<file path="src/rtl/core/ptt_pkg.sv">
package ptt_pkg;

  localparam int ENTRIES = 16;
  localparam int IDX_W   = 4;
  localparam int SUB_W   = 8;
  localparam int TIME_W  = 32;
  localparam int EW_W    = 8;
  localparam logic [EW_W-1:0] EW_RESET = 8'd10;

  localparam logic [1:0] CMD_CONNECT = 2'd0;
  localparam logic [1:0] CMD_SERVICE = 2'd1;
  localparam logic [1:0] CMD_DROP    = 2'd2;
  localparam logic [1:0] CMD_SPARE   = 2'd3;

  localparam logic [1:0] KIND_ACK  = 2'd0;
  localparam logic [1:0] KIND_FIRE = 2'd1;
  localparam logic [1:0] KIND_DONE = 2'd2;

  typedef struct packed {
    logic load;
    logic scan;
    logic svc;
    logic commit;
    logic done;
    logic drop;
  } ptt_ctrl_t;

  typedef struct packed {
    logic [1:0] cmd;
    logic       last_entry;
    logic       out_busy;
  } ptt_stat_t;

  // a lies strictly before b in wrap order
  function automatic logic wrap_before(input logic [TIME_W-1:0] a,
                                       input logic [TIME_W-1:0] b);
    logic [TIME_W-1:0] d;
    d = a - b;
    return d[TIME_W-1];
  endfunction

endpackage

</file>
<file path="src/rtl/core/ptt_ctrl.sv">
module ptt_ctrl (
  input  logic             clk,
  input  logic             rst,
  input  logic             in_valid,
  output logic             in_ready,
  input  ptt_pkg::ptt_stat_t stat,
  output ptt_pkg::ptt_ctrl_t ctrl
);
  import ptt_pkg::*;

  typedef enum logic [2:0] {S_IDLE, S_SCAN, S_COMMIT, S_SVC, S_DONE, S_DROP} state_t;
  state_t state;

  assign in_ready = (state == S_IDLE);

  always_comb begin
    ctrl        = '0;
    ctrl.load   = (state == S_IDLE) && in_valid;
    ctrl.scan   = (state == S_SCAN);
    ctrl.commit = (state == S_COMMIT) && !stat.out_busy;
    ctrl.svc    = (state == S_SVC) && !stat.out_busy;
    ctrl.done   = (state == S_DONE) && !stat.out_busy;
    ctrl.drop   = (state == S_DROP);
  end

  always_ff @(posedge clk) begin
    if (rst) begin
      state <= S_IDLE;
    end else begin
      case (state)
        S_IDLE: begin
          if (in_valid) begin
            case (stat.cmd)
              CMD_CONNECT: state <= S_SCAN;
              CMD_SERVICE: state <= S_SVC;
              default:     state <= S_DROP;
            endcase
          end
        end
        S_SCAN:   if (stat.last_entry) state <= S_COMMIT;
        S_COMMIT: if (!stat.out_busy) state <= S_IDLE;
        S_SVC:    if (!stat.out_busy && stat.last_entry) state <= S_DONE;
        S_DONE:   if (!stat.out_busy) state <= S_IDLE;
        S_DROP:   state <= S_IDLE;
        default:  state <= S_IDLE;
      endcase
    end
  end

endmodule

</file>
<file path="src/rtl/core/ptt_dp.sv">
module ptt_dp (
  input  logic                       clk,
  input  logic                       rst,
  input  logic [71:0]                in_data,
  input  logic                       cfg_we,
  input  logic [ptt_pkg::EW_W-1:0]   cfg_wdata,
  input  ptt_pkg::ptt_ctrl_t         ctrl,
  output ptt_pkg::ptt_stat_t         stat,
  output logic                       out_valid,
  input  logic                       out_ready,
  output logic [39:0]                out_data,
  output logic [1:0]                 out_kind,
  output logic                       out_last
);
  import ptt_pkg::*;

  logic              valid [ENTRIES];
  logic              comb  [ENTRIES];
  logic [SUB_W-1:0]  subs  [ENTRIES];
  logic [TIME_W-1:0] per   [ENTRIES];
  logic [TIME_W-1:0] dl    [ENTRIES];
  logic [EW_W-1:0]   early_window;

  logic [1:0]        cmd_r;
  logic [TIME_W-1:0] now_r, per_r;
  logic              comb_r;
  logic [IDX_W-1:0]  idx_r, cnt;

  logic              match_found, free_found, best_valid;
  logic [IDX_W-1:0]  match_idx, free_idx;
  logic [TIME_W-1:0] best_dl;

  logic [IDX_W-1:0]  o_slot;
  logic [TIME_W-1:0] o_dl;
  logic              o_rearm, o_full;

  logic              cur_valid, fire, best_upd, alloc_early, out_busy;
  logic [TIME_W-1:0] cur_dl, new_dl, vis_dl, diff, cur_best, alloc_dl;
  logic [TIME_W:0]   late;

  always_comb begin
    cur_valid   = valid[cnt];
    cur_dl      = dl[cnt];
    diff        = now_r - cur_dl;
    // expired when signed(now - deadline) >= -early_window
    late        = {diff[TIME_W-1], diff} + {{(TIME_W+1-EW_W){1'b0}}, early_window};
    fire        = cur_valid && !late[TIME_W];
    new_dl      = now_r + per[cnt];
    vis_dl      = fire ? new_dl : cur_dl;
    best_upd    = cur_valid &&
                  (!best_valid || wrap_before(ctrl.svc ? vis_dl : cur_dl, best_dl));
    cur_best    = best_valid ? best_dl : '1;
    alloc_dl    = now_r + per_r;
    alloc_early = !best_valid || wrap_before(alloc_dl, best_dl);
    out_busy    = out_valid && !out_ready;
  end

  assign stat.cmd        = ctrl.load ? in_data[1:0] : cmd_r;
  assign stat.last_entry = (cnt == IDX_W'(ENTRIES - 1));
  assign stat.out_busy   = out_busy;

  assign out_data = {2'b00, o_full, o_rearm, o_dl, o_slot};

  always_ff @(posedge clk) begin
    if (rst) begin
      for (int i = 0; i < ENTRIES; i++) begin
        valid[i] <= 1'b0;
        comb[i]  <= 1'b0;
        subs[i]  <= '0;
      end
      early_window <= EW_RESET;
      out_valid    <= 1'b0;
      cnt          <= '0;
    end else begin
      if (cfg_we) early_window <= cfg_wdata;

      if (ctrl.load) begin
        cmd_r       <= in_data[1:0];
        now_r       <= in_data[33:2];
        per_r       <= in_data[65:34];
        comb_r      <= in_data[66];
        idx_r       <= in_data[70:67];
        cnt         <= '0;
        match_found <= 1'b0;
        free_found  <= 1'b0;
        best_valid  <= 1'b0;
      end

      if (ctrl.scan || ctrl.svc) begin
        cnt <= cnt + 1'b1;
        if (best_upd) begin
          best_valid <= 1'b1;
          best_dl    <= ctrl.svc ? vis_dl : cur_dl;
        end
      end

      if (ctrl.scan) begin
        if (!match_found && cur_valid && comb[cnt] && comb_r && per[cnt] == per_r) begin
          match_found <= 1'b1;
          match_idx   <= cnt;
        end
        if (!free_found && !cur_valid) begin
          free_found <= 1'b1;
          free_idx   <= cnt;
        end
      end

      if (ctrl.svc && fire) begin
        dl[cnt]   <= new_dl;
        out_valid <= 1'b1;
        out_kind  <= KIND_FIRE;
        o_slot    <= cnt;
        o_dl      <= new_dl;
        o_rearm   <= 1'b0;
        o_full    <= 1'b0;
        out_last  <= 1'b0;
      end else if (ctrl.done) begin
        out_valid <= 1'b1;
        out_kind  <= KIND_DONE;
        o_slot    <= '0;
        o_dl      <= cur_best;
        o_rearm   <= 1'b1;
        o_full    <= 1'b0;
        out_last  <= 1'b1;
      end else if (ctrl.commit) begin
        out_valid <= 1'b1;
        out_kind  <= KIND_ACK;
        out_last  <= 1'b1;
        if (match_found && subs[match_idx] != '1) begin
          subs[match_idx] <= subs[match_idx] + 1'b1;
          o_slot          <= match_idx;
          o_dl            <= cur_best;
          o_rearm         <= 1'b0;
          o_full          <= 1'b0;
        end else if (match_found || !free_found) begin
          // saturated count or no free entry
          o_slot  <= '0;
          o_dl    <= cur_best;
          o_rearm <= 1'b0;
          o_full  <= 1'b1;
        end else begin
          valid[free_idx] <= 1'b1;
          comb[free_idx]  <= comb_r;
          per[free_idx]   <= per_r;
          dl[free_idx]    <= alloc_dl;
          subs[free_idx]  <= SUB_W'(1);
          o_slot          <= free_idx;
          o_dl            <= alloc_early ? alloc_dl : best_dl;
          o_rearm         <= alloc_early;
          o_full          <= 1'b0;
        end
      end else if (out_ready) begin
        out_valid <= 1'b0;
      end

      if (ctrl.drop && cmd_r == CMD_DROP && valid[idx_r]) begin
        if (subs[idx_r] != '0) subs[idx_r] <= subs[idx_r] - 1'b1;
        if (subs[idx_r] <= SUB_W'(1)) begin
          valid[idx_r] <= 1'b0;
          comb[idx_r]  <= 1'b0;
        end
      end
    end
  end

endmodule

</file>
<file path="src/rtl/core/periodic_timer_table.sv">
// connect: a scan of all 16 entries, then a commit that registers the result
// service: fired entries in entry order, then the done result
// results wait while m_tready is low, and the service walk and the connect commit stall until the waiting one is taken
// one request at a time; s_tready is high only between requests
// rst (synchronous, active high) empties the table and sets early_window to 10
module periodic_timer_table (
  input  logic        clk,
  input  logic        rst,
  input  logic        s_tvalid,
  output logic        s_tready,
  input  logic [71:0] s_tdata,  // command, now_ms, period_ms, combine, entry_index
  output logic        m_tvalid,
  input  logic        m_tready,
  output logic [39:0] m_tdata,  // entry_slot, next_deadline, rearm, table_full
  output logic [1:0]  m_tuser,  // kind
  output logic        m_tlast,
  input  logic        cfg_we,
  input  logic [7:0]  cfg_wdata
);
  import ptt_pkg::*;

  ptt_ctrl_t ctrl;
  ptt_stat_t stat;

  ptt_ctrl u_ctrl (
    .clk      (clk),
    .rst      (rst),
    .in_valid (s_tvalid),
    .in_ready (s_tready),
    .stat     (stat),
    .ctrl     (ctrl)
  );

  ptt_dp u_dp (
    .clk       (clk),
    .rst       (rst),
    .in_data   (s_tdata),
    .cfg_we    (cfg_we),
    .cfg_wdata (cfg_wdata),
    .ctrl      (ctrl),
    .stat      (stat),
    .out_valid (m_tvalid),
    .out_ready (m_tready),
    .out_data  (m_tdata),
    .out_kind  (m_tuser),
    .out_last  (m_tlast)
  );

endmodule

</file>
<file path="config.mk">
export PLATFORM = sky130hd
export DESIGN_NAME = periodic_timer_table
export DESIGN_NICKNAME = d
export VERILOG_FILES = /design/src/rtl/core/ptt_pkg.sv /design/src/rtl/core/ptt_ctrl.sv /design/src/rtl/core/ptt_dp.sv /design/src/rtl/core/periodic_timer_table.sv
export SDC_FILE = /design/constraint.sdc
export NUM_CORES = 2
export LEC_CHECK = 0
export ABC_CLOCK_PERIOD_IN_PS = 11370
export BUFFER_PORTS_ARGS = -buffer_cell sky130_fd_sc_hd__buf_2
export CELL_PAD_IN_SITES_DETAIL_PLACEMENT = 0
export CELL_PAD_IN_SITES_GLOBAL_PLACEMENT = 1
export CORE_MARGIN = 5
export CORE_UTILIZATION = 49
export DETAILED_ROUTE_END_ITERATION = 8
export GPL_TIMING_DRIVEN = 1
export PLACE_DENSITY = 0.83
export RECOVER_POWER = 25
export SYNTH_ARGS = -nofsm -noshare
export SYNTH_HDL_FRONTEND = slang
export SYNTH_SLANG_ARGS = --single-unit
export TNS_END_PERCENT = 30
</file>
<file path="constraint.sdc">
create_clock -name clk -period 11.37 [get_ports clk]
set_input_delay 1.137 -clock clk [delete_from_list [all_inputs] [get_ports clk]]
set_output_delay 1.137 -clock clk [all_outputs]
set_load 0.1 [all_outputs]
</file>
# Word level (Yosys, flattened, before mapping)
# Memories as Yosys holds them, arrays and structs flattened. A register that Yosys moved wholly into a read port is not among the register bits.
# Index checks and enable logic that the tools add are counted.
dict set report classes {
  n_addsub 9
  magnitude_cmp 1
  eq_ne 14
  mux 108
  bitwise 1
  reduce_logical 50
}
# cell n
set ops {}
lappend ops {{$mux W32} 10}
lappend ops {{$mux W4} 26}
lappend ops {{$sub A32 B32 Y32} 3}
lappend ops {{$add A32 B32 Y32} 2}
lappend ops {{$mux W1} 60}
lappend ops {{$add A32 B9 Y33} 1}
lappend ops {{$eq A32 B32 Y1} 1}
lappend ops {{$reduce_or A32 Y1} 1}
lappend ops {{$mux W8} 3}
lappend ops {{$reduce_or A8 Y1} 3}
lappend ops {{$logic_and A1 B1 Y1} 17}
lappend ops {{$mux W3} 4}
lappend ops {{$pmux W3 S4} 1}
lappend ops {{$reduce_and A3 Y1} 3}
lappend ops {{$add A8 B1 Y8 const B} 1}
lappend ops {{$le A8 B1 Y1 const B} 1}
lappend ops {{$ne A2 B2 Y1 const B} 4}
lappend ops {{$ne A8 B8 Y1 const B} 1}
lappend ops {{$reduce_bool A8 Y1} 1}
lappend ops {{$sub A8 B1 Y8 const B} 1}
lappend ops {{$logic_not A1 Y1} 7}
lappend ops {{$eq A3 B2 Y1 const B} 2}
lappend ops {{$eq A3 B3 Y1 const B} 2}
lappend ops {{$mux W2} 3}
lappend ops {{17 further kinds} 25}
dict set report word_totals {
  ff_bits 171
  mem_bits_rw 1184
  mem_count 5
}
# memory depth width read_ports rd_ports_with_merged_regs wr line_no
set mem_list {}
lappend mem_list {u_dp.dl 16 32 1 1 1 ptt_dp.sv:21} ;# logic [TIME_W-1:0] dl [ENTRIES];
lappend mem_list {u_dp.per 16 32 1 1 1 ptt_dp.sv:20} ;# logic [TIME_W-1:0] per [ENTRIES];
lappend mem_list {u_dp.subs 16 8 2 2 16 ptt_dp.sv:19} ;# logic [SUB_W-1:0] subs [ENTRIES];
lappend mem_list {u_dp.comb 16 1 1 1 16 ptt_dp.sv:18} ;# logic comb [ENTRIES];
lappend mem_list {u_dp.valid 16 1 2 2 16 ptt_dp.sv:17} ;# logic valid [ENTRIES];

# Longest topological paths before layout
dict set report logic_depth {
  word_depth 13
  ltp_mapped 42
  ltp_nobuf 34
}

# Modules after synthesis
# From an unflattened synthesis, not the netlist that was laid out.
dict set report hier_totals {
  cells_unflattened 3759
  hier_area_um2 62886.6
}
# mod instances cells_per_inst area_per_inst_um2
set by_module_without_submodules {}
lappend by_module_without_submodules {ptt_dp 1 3723 62606.3}
lappend by_module_without_submodules {ptt_ctrl 1 36 280.3}

# Worst setup path after synthesis
# Ideal clock, no wire load.
dict set report synth_path {
  path_type {register to register}
  startpoint {reg (tool-made name)}
  endpoint {reg u_dp.best_dl[0] (enable)}
  arrival_time_ns 10.613
  required_time_ns 10.909
  setup_slack_ns 0.296
  stages_incl_launch_ff 43
  n_path_buf 8
  period_less_slack_ns 11.074
  path_cell_list {dfxtp_1 -> buf_4 -> buf_2 -> buf_2 -> clkbuf_1 -> buf_1 -> mux4_2 -> mux4_2 -> inv_1 -> ha_1 -> o211ai_1 -> a21oi_1 -> nor2b_1 -> o21ai_0 -> xnor2_1 -> ha_1 -> o21a_1 -> o22a_1 -> [7 not listed] -> inv_2 -> buf_2 -> buf_1 -> nand2_1 -> o21ai_1 -> ha_1 -> a21o_1 -> a21o_1 -> a21o_1 -> a21o_1 -> a21oi_1 -> nor2b_1 -> o21ai_0 -> o211ai_1 -> a22o_1 -> a31o_1 -> o2111a_1 -> nor3_1}
}
# element line_no
set synth_rtl {}
lappend synth_rtl {{end signal, assigned} ptt_dp.sv:93} ;# best_dl <= ctrl.svc ? vis_dl : cur_dl;
lappend synth_rtl {{end, declared} ptt_dp.sv:31} ;# logic [TIME_W-1:0] best_dl;

==> results by group <==
Yosys
  • Synth Warn #: 0
  • Post-synth EDFFs: 1339
  • Top post-synthesis cells by area: edfxtp_1, mux4_2, ha_1
  • Synthesized flop and latch total: 1367
  • Post-synth ARST share: 0%
  • Post-Synthesis Cells: 3692
  • Area leader, netlist: edfxtp_1
  • Top-area cell type share of the netlist area: 65.1%
  • Most used DFF post-synth: edfxtp_1
  • Sequential area share after synthesis: 66.0%
  • Library cells used by synthesis: 96
  • Synth Cell Area: 0.0618 sq mm
  • Mean Syn Cell Area: 16.7 sq um

Layout
  • Proportion of layout cells with a drive suffix above 1: 20.7%
  • Non-filler cells, final: 5644
  • Nets@finish: 4140
  • Most frequent cells in the layout: edfxtp_1, mux4_2, nor2_1
  • P&R area growth vs syn: 12.0%
  • Commonest non-fill, non-tap cell in the layout: edfxtp_1

Floorplanning
  • Die Wd: 365 um
  • Die area: 0.133 sq mm
  • Die height: 365 um
  • # rows: 130
  • Core area: 0.125 sq mm
  • Io pins: 130
  • Initial Utilization: 49.2%

Pwr
  • Leak pwr: 0.0227 uW
  • Max VDD drop: 0.196 mV
  • Power per Cell Area: 190 mW/mm^2

Routing
  • Remaining DRCs: 0
  • Detailed Route WL: 172000 um
  • Vias per cell: 6.39
  • Initial DRC count: 4582
  • Via count: 36100
  • TritonRoute pass-1 iters: 6
  • Routed length per instance: 30.5 um
  • Detail Route Antenna Nets: 0

Outcome
  • Failing checks: max-capacitance violations, max-slew violations
  • Status: finished, violations left

Job
  • Max-cap violations: 4

Clocking
  • Clock sinks: 1367
  • Clk buf depth: 3
  • Num CTS Buffers: 142
  • Skew-Pair Late Insertion Delay: 0.78 ns
  • TritonCTS clock tree: done
  • CTS clock-pin slew for the worst setup and hold paths: 0.06 ns
  • Number of H-tree levels: 4
  • Hold_buf cts: 0
  • Cts repair resizes: 0
  • Post-CTS Setup Inserts: 0
  • CTS root buffer: clkbuf_16

Worst setup path
  • Most frequent CP cell: nand4_1
  • Setup CP Type: reg2reg
  • Bufs and invs on worst path: 4
  • CP max stage cell: dfxtp_4
  • Critical path depth in cells: 30
  • Worst EP required: 11.78 ns
  • Worst setup SP type: flop
  • Worst Setup End Kind: flop
  • Crit-path max cell delay: 0.85 ns
  • Worst setup path endpoint: u_dp.best_dl[5]$_DFFE_PP_
  • R2r setup slk: 1.16 ns
  • Reg-to-Reg End: u_dp.best_dl[5]$_DFFE_PP_
  • Worst-path fanout max: 36
  • Delay-heaviest family, CP: simple AND/OR/NAND/NOR gates
  • R2R cell count: 30
  • Critical path data arrival time: 10.62 ns

STA
  • Post-route setup TNS: 0 ns
  • Hold Vio Cnt, Final: 0
  • Tmin final: 10.21 ns
  • Final period utilization: 89.8%
  • Fin. max-slew vios: 142
  • Fin worst setup slack: 1.16 ns
  • Worst slew pin tran: 3.37 ns
  • Final setup fails: 0
  • Clock Skew: 0.0388 ns
  • Peak Freq: 97.9 MHz
  • Max-Slew Margin vs Limit: -125%
  • Unrepaired setup endpoints after global routing: false

Placement
  • DP Worst Slack: 1.41 ns
  • Estimated wirelength of the detail-placed design: 108000 um
  • Dpl cells: 5385
  • GPL Wtd Cong: 0.950
  • PortBufs: 126

Global route
  • Overflow after GRT: 0
  • Largest net degree at the start of global routing: 137
  • Total GRT Usage: 25.9%
  • Initial antenna violation count: 9
  • Number of global-route vias before repair: 35900
  • First-pass GRT wire length: 249000 um

Worst hold path
  • Hold Path Class: in2reg
area by class of cell:
cell class              instances  area [sq um]
inverters                      94           354
fillers                      9556         56300
diodes                          1          2.50
repair buffers                209          1180
flip-flops and latches       1367         40800
clock inverters                80           860
multi-input cells            2065         20200
well taps                    1650          2060
clock buffers                 178          3720
cell families after synthesis:
kind of cell,count (synthesis),synth area share [%]
buffers and inverters,261,1.76
AND/OR/NAND/NOR,785,5.81
AO/OA/AOI/OAI,543,5.57
XOR/XNOR,116,1.67
other,1,0.00607
flip-flops,1367,66.0
adder cells (fa/ha/maj),176,3.60
multiplexers,443,15.6
flip-flops by register name (all words and copies together), names as in the netlist, 8 cells and up, named ones only:
register,cells
u_dp.per,512
u_dp.per_r,32
u_dp.subs,128
u_dp.valid,16
u_dp.early_window,8
u_dp.comb,16
u_dp.o_dl,32
u_dp.best_dl,32
u_dp.now_r,32
u_dp.dl,512
worst register-to-register path: cells and delay by family (launching register included):
family / cells / cell delay (ns)
simple gates: 13 / 3.31
xor+xnor: 1 / 0.17
flops: 1 / 0.85
mux: 3 / 1.61
fa+ha+maj: 4 / 1.26
buf+inv: 4 / 1.57
compound gates: 5 / 1.09
Yosys cell counts (all sizes together) (21+ instances only):
cell type  count
xor2          27
a31oi         24
edfxtp      1339
o21ai        160
o22ai         29
a21oi        132
nand2        242
nand4         42
nand2b        28
inv           93
clkbuf        86
xnor2         88
buf           81
mux4         412
nor3          49
a21o          65
nand3         36
mux2i         21
nor2         290
dfxtp         28
ha           173
stage by stage:
stage                     instance area, sq um  power [uW]  hold slack [ns]  utilization, %
after floorplan                          61800        7830            0.424               -
after global placement                   64700        8630            0.515            51.6
after detailed placement                 64700        8660            0.507            51.6
after CTS                                69300       13200            0.471            55.2
after global routing                     69100       13600            0.492            55.1
final                                    69100       13200            0.523            55.1
metal layers:
| metal | global-route usage (%) | wire (um) |
|---|---|---|
| met5 | 0 | 13 |
| met4 | 9.36 | 6460 |
| met2 | 40.8 | 81000 |
| met3 | 5.87 | 16700 |
| met1 | 36.0 | 67800 |
power breakdown:
part / internal (uW) / switching (uW) / total [uW]
clock network: 2590 / 1990 / 4580
registers: 5950 / 172 / 6120
logic: 836 / 1630 / 2460
total: 9370 / 3790 / 13200
how the worst min path moves through the flow:
| stage | slack (ns) | cells after the start | start | endpoint |
|---|---|---|---|---|
| finish | 0.52 | 1 | s_tdata[7] | u_dp.now_r[5]$_DFFE_PP_ |
| global route | 0.49 | 1 | s_tdata[7] | u_dp.now_r[5]$_DFFE_PP_ |
| CTS | 0.47 | 1 | s_tdata[7] | u_dp.now_r[5]$_DFFE_PP_ |
| detailed placement | 0.51 | 2 | u_dp.match_idx[1]$_DFFE_PP_ | flop |
| global placement | 0.52 | 2 | u_dp.match_idx[0]$_DFFE_PP_ | flop |
| floorplan | 0.42 | 0 | u_dp.cnt[2]$_SDFFE_PP0N_ | u_dp.free_idx[2]$_DFFE_PP_ |
Note: power is estimated with default switching activity, not from simulation.
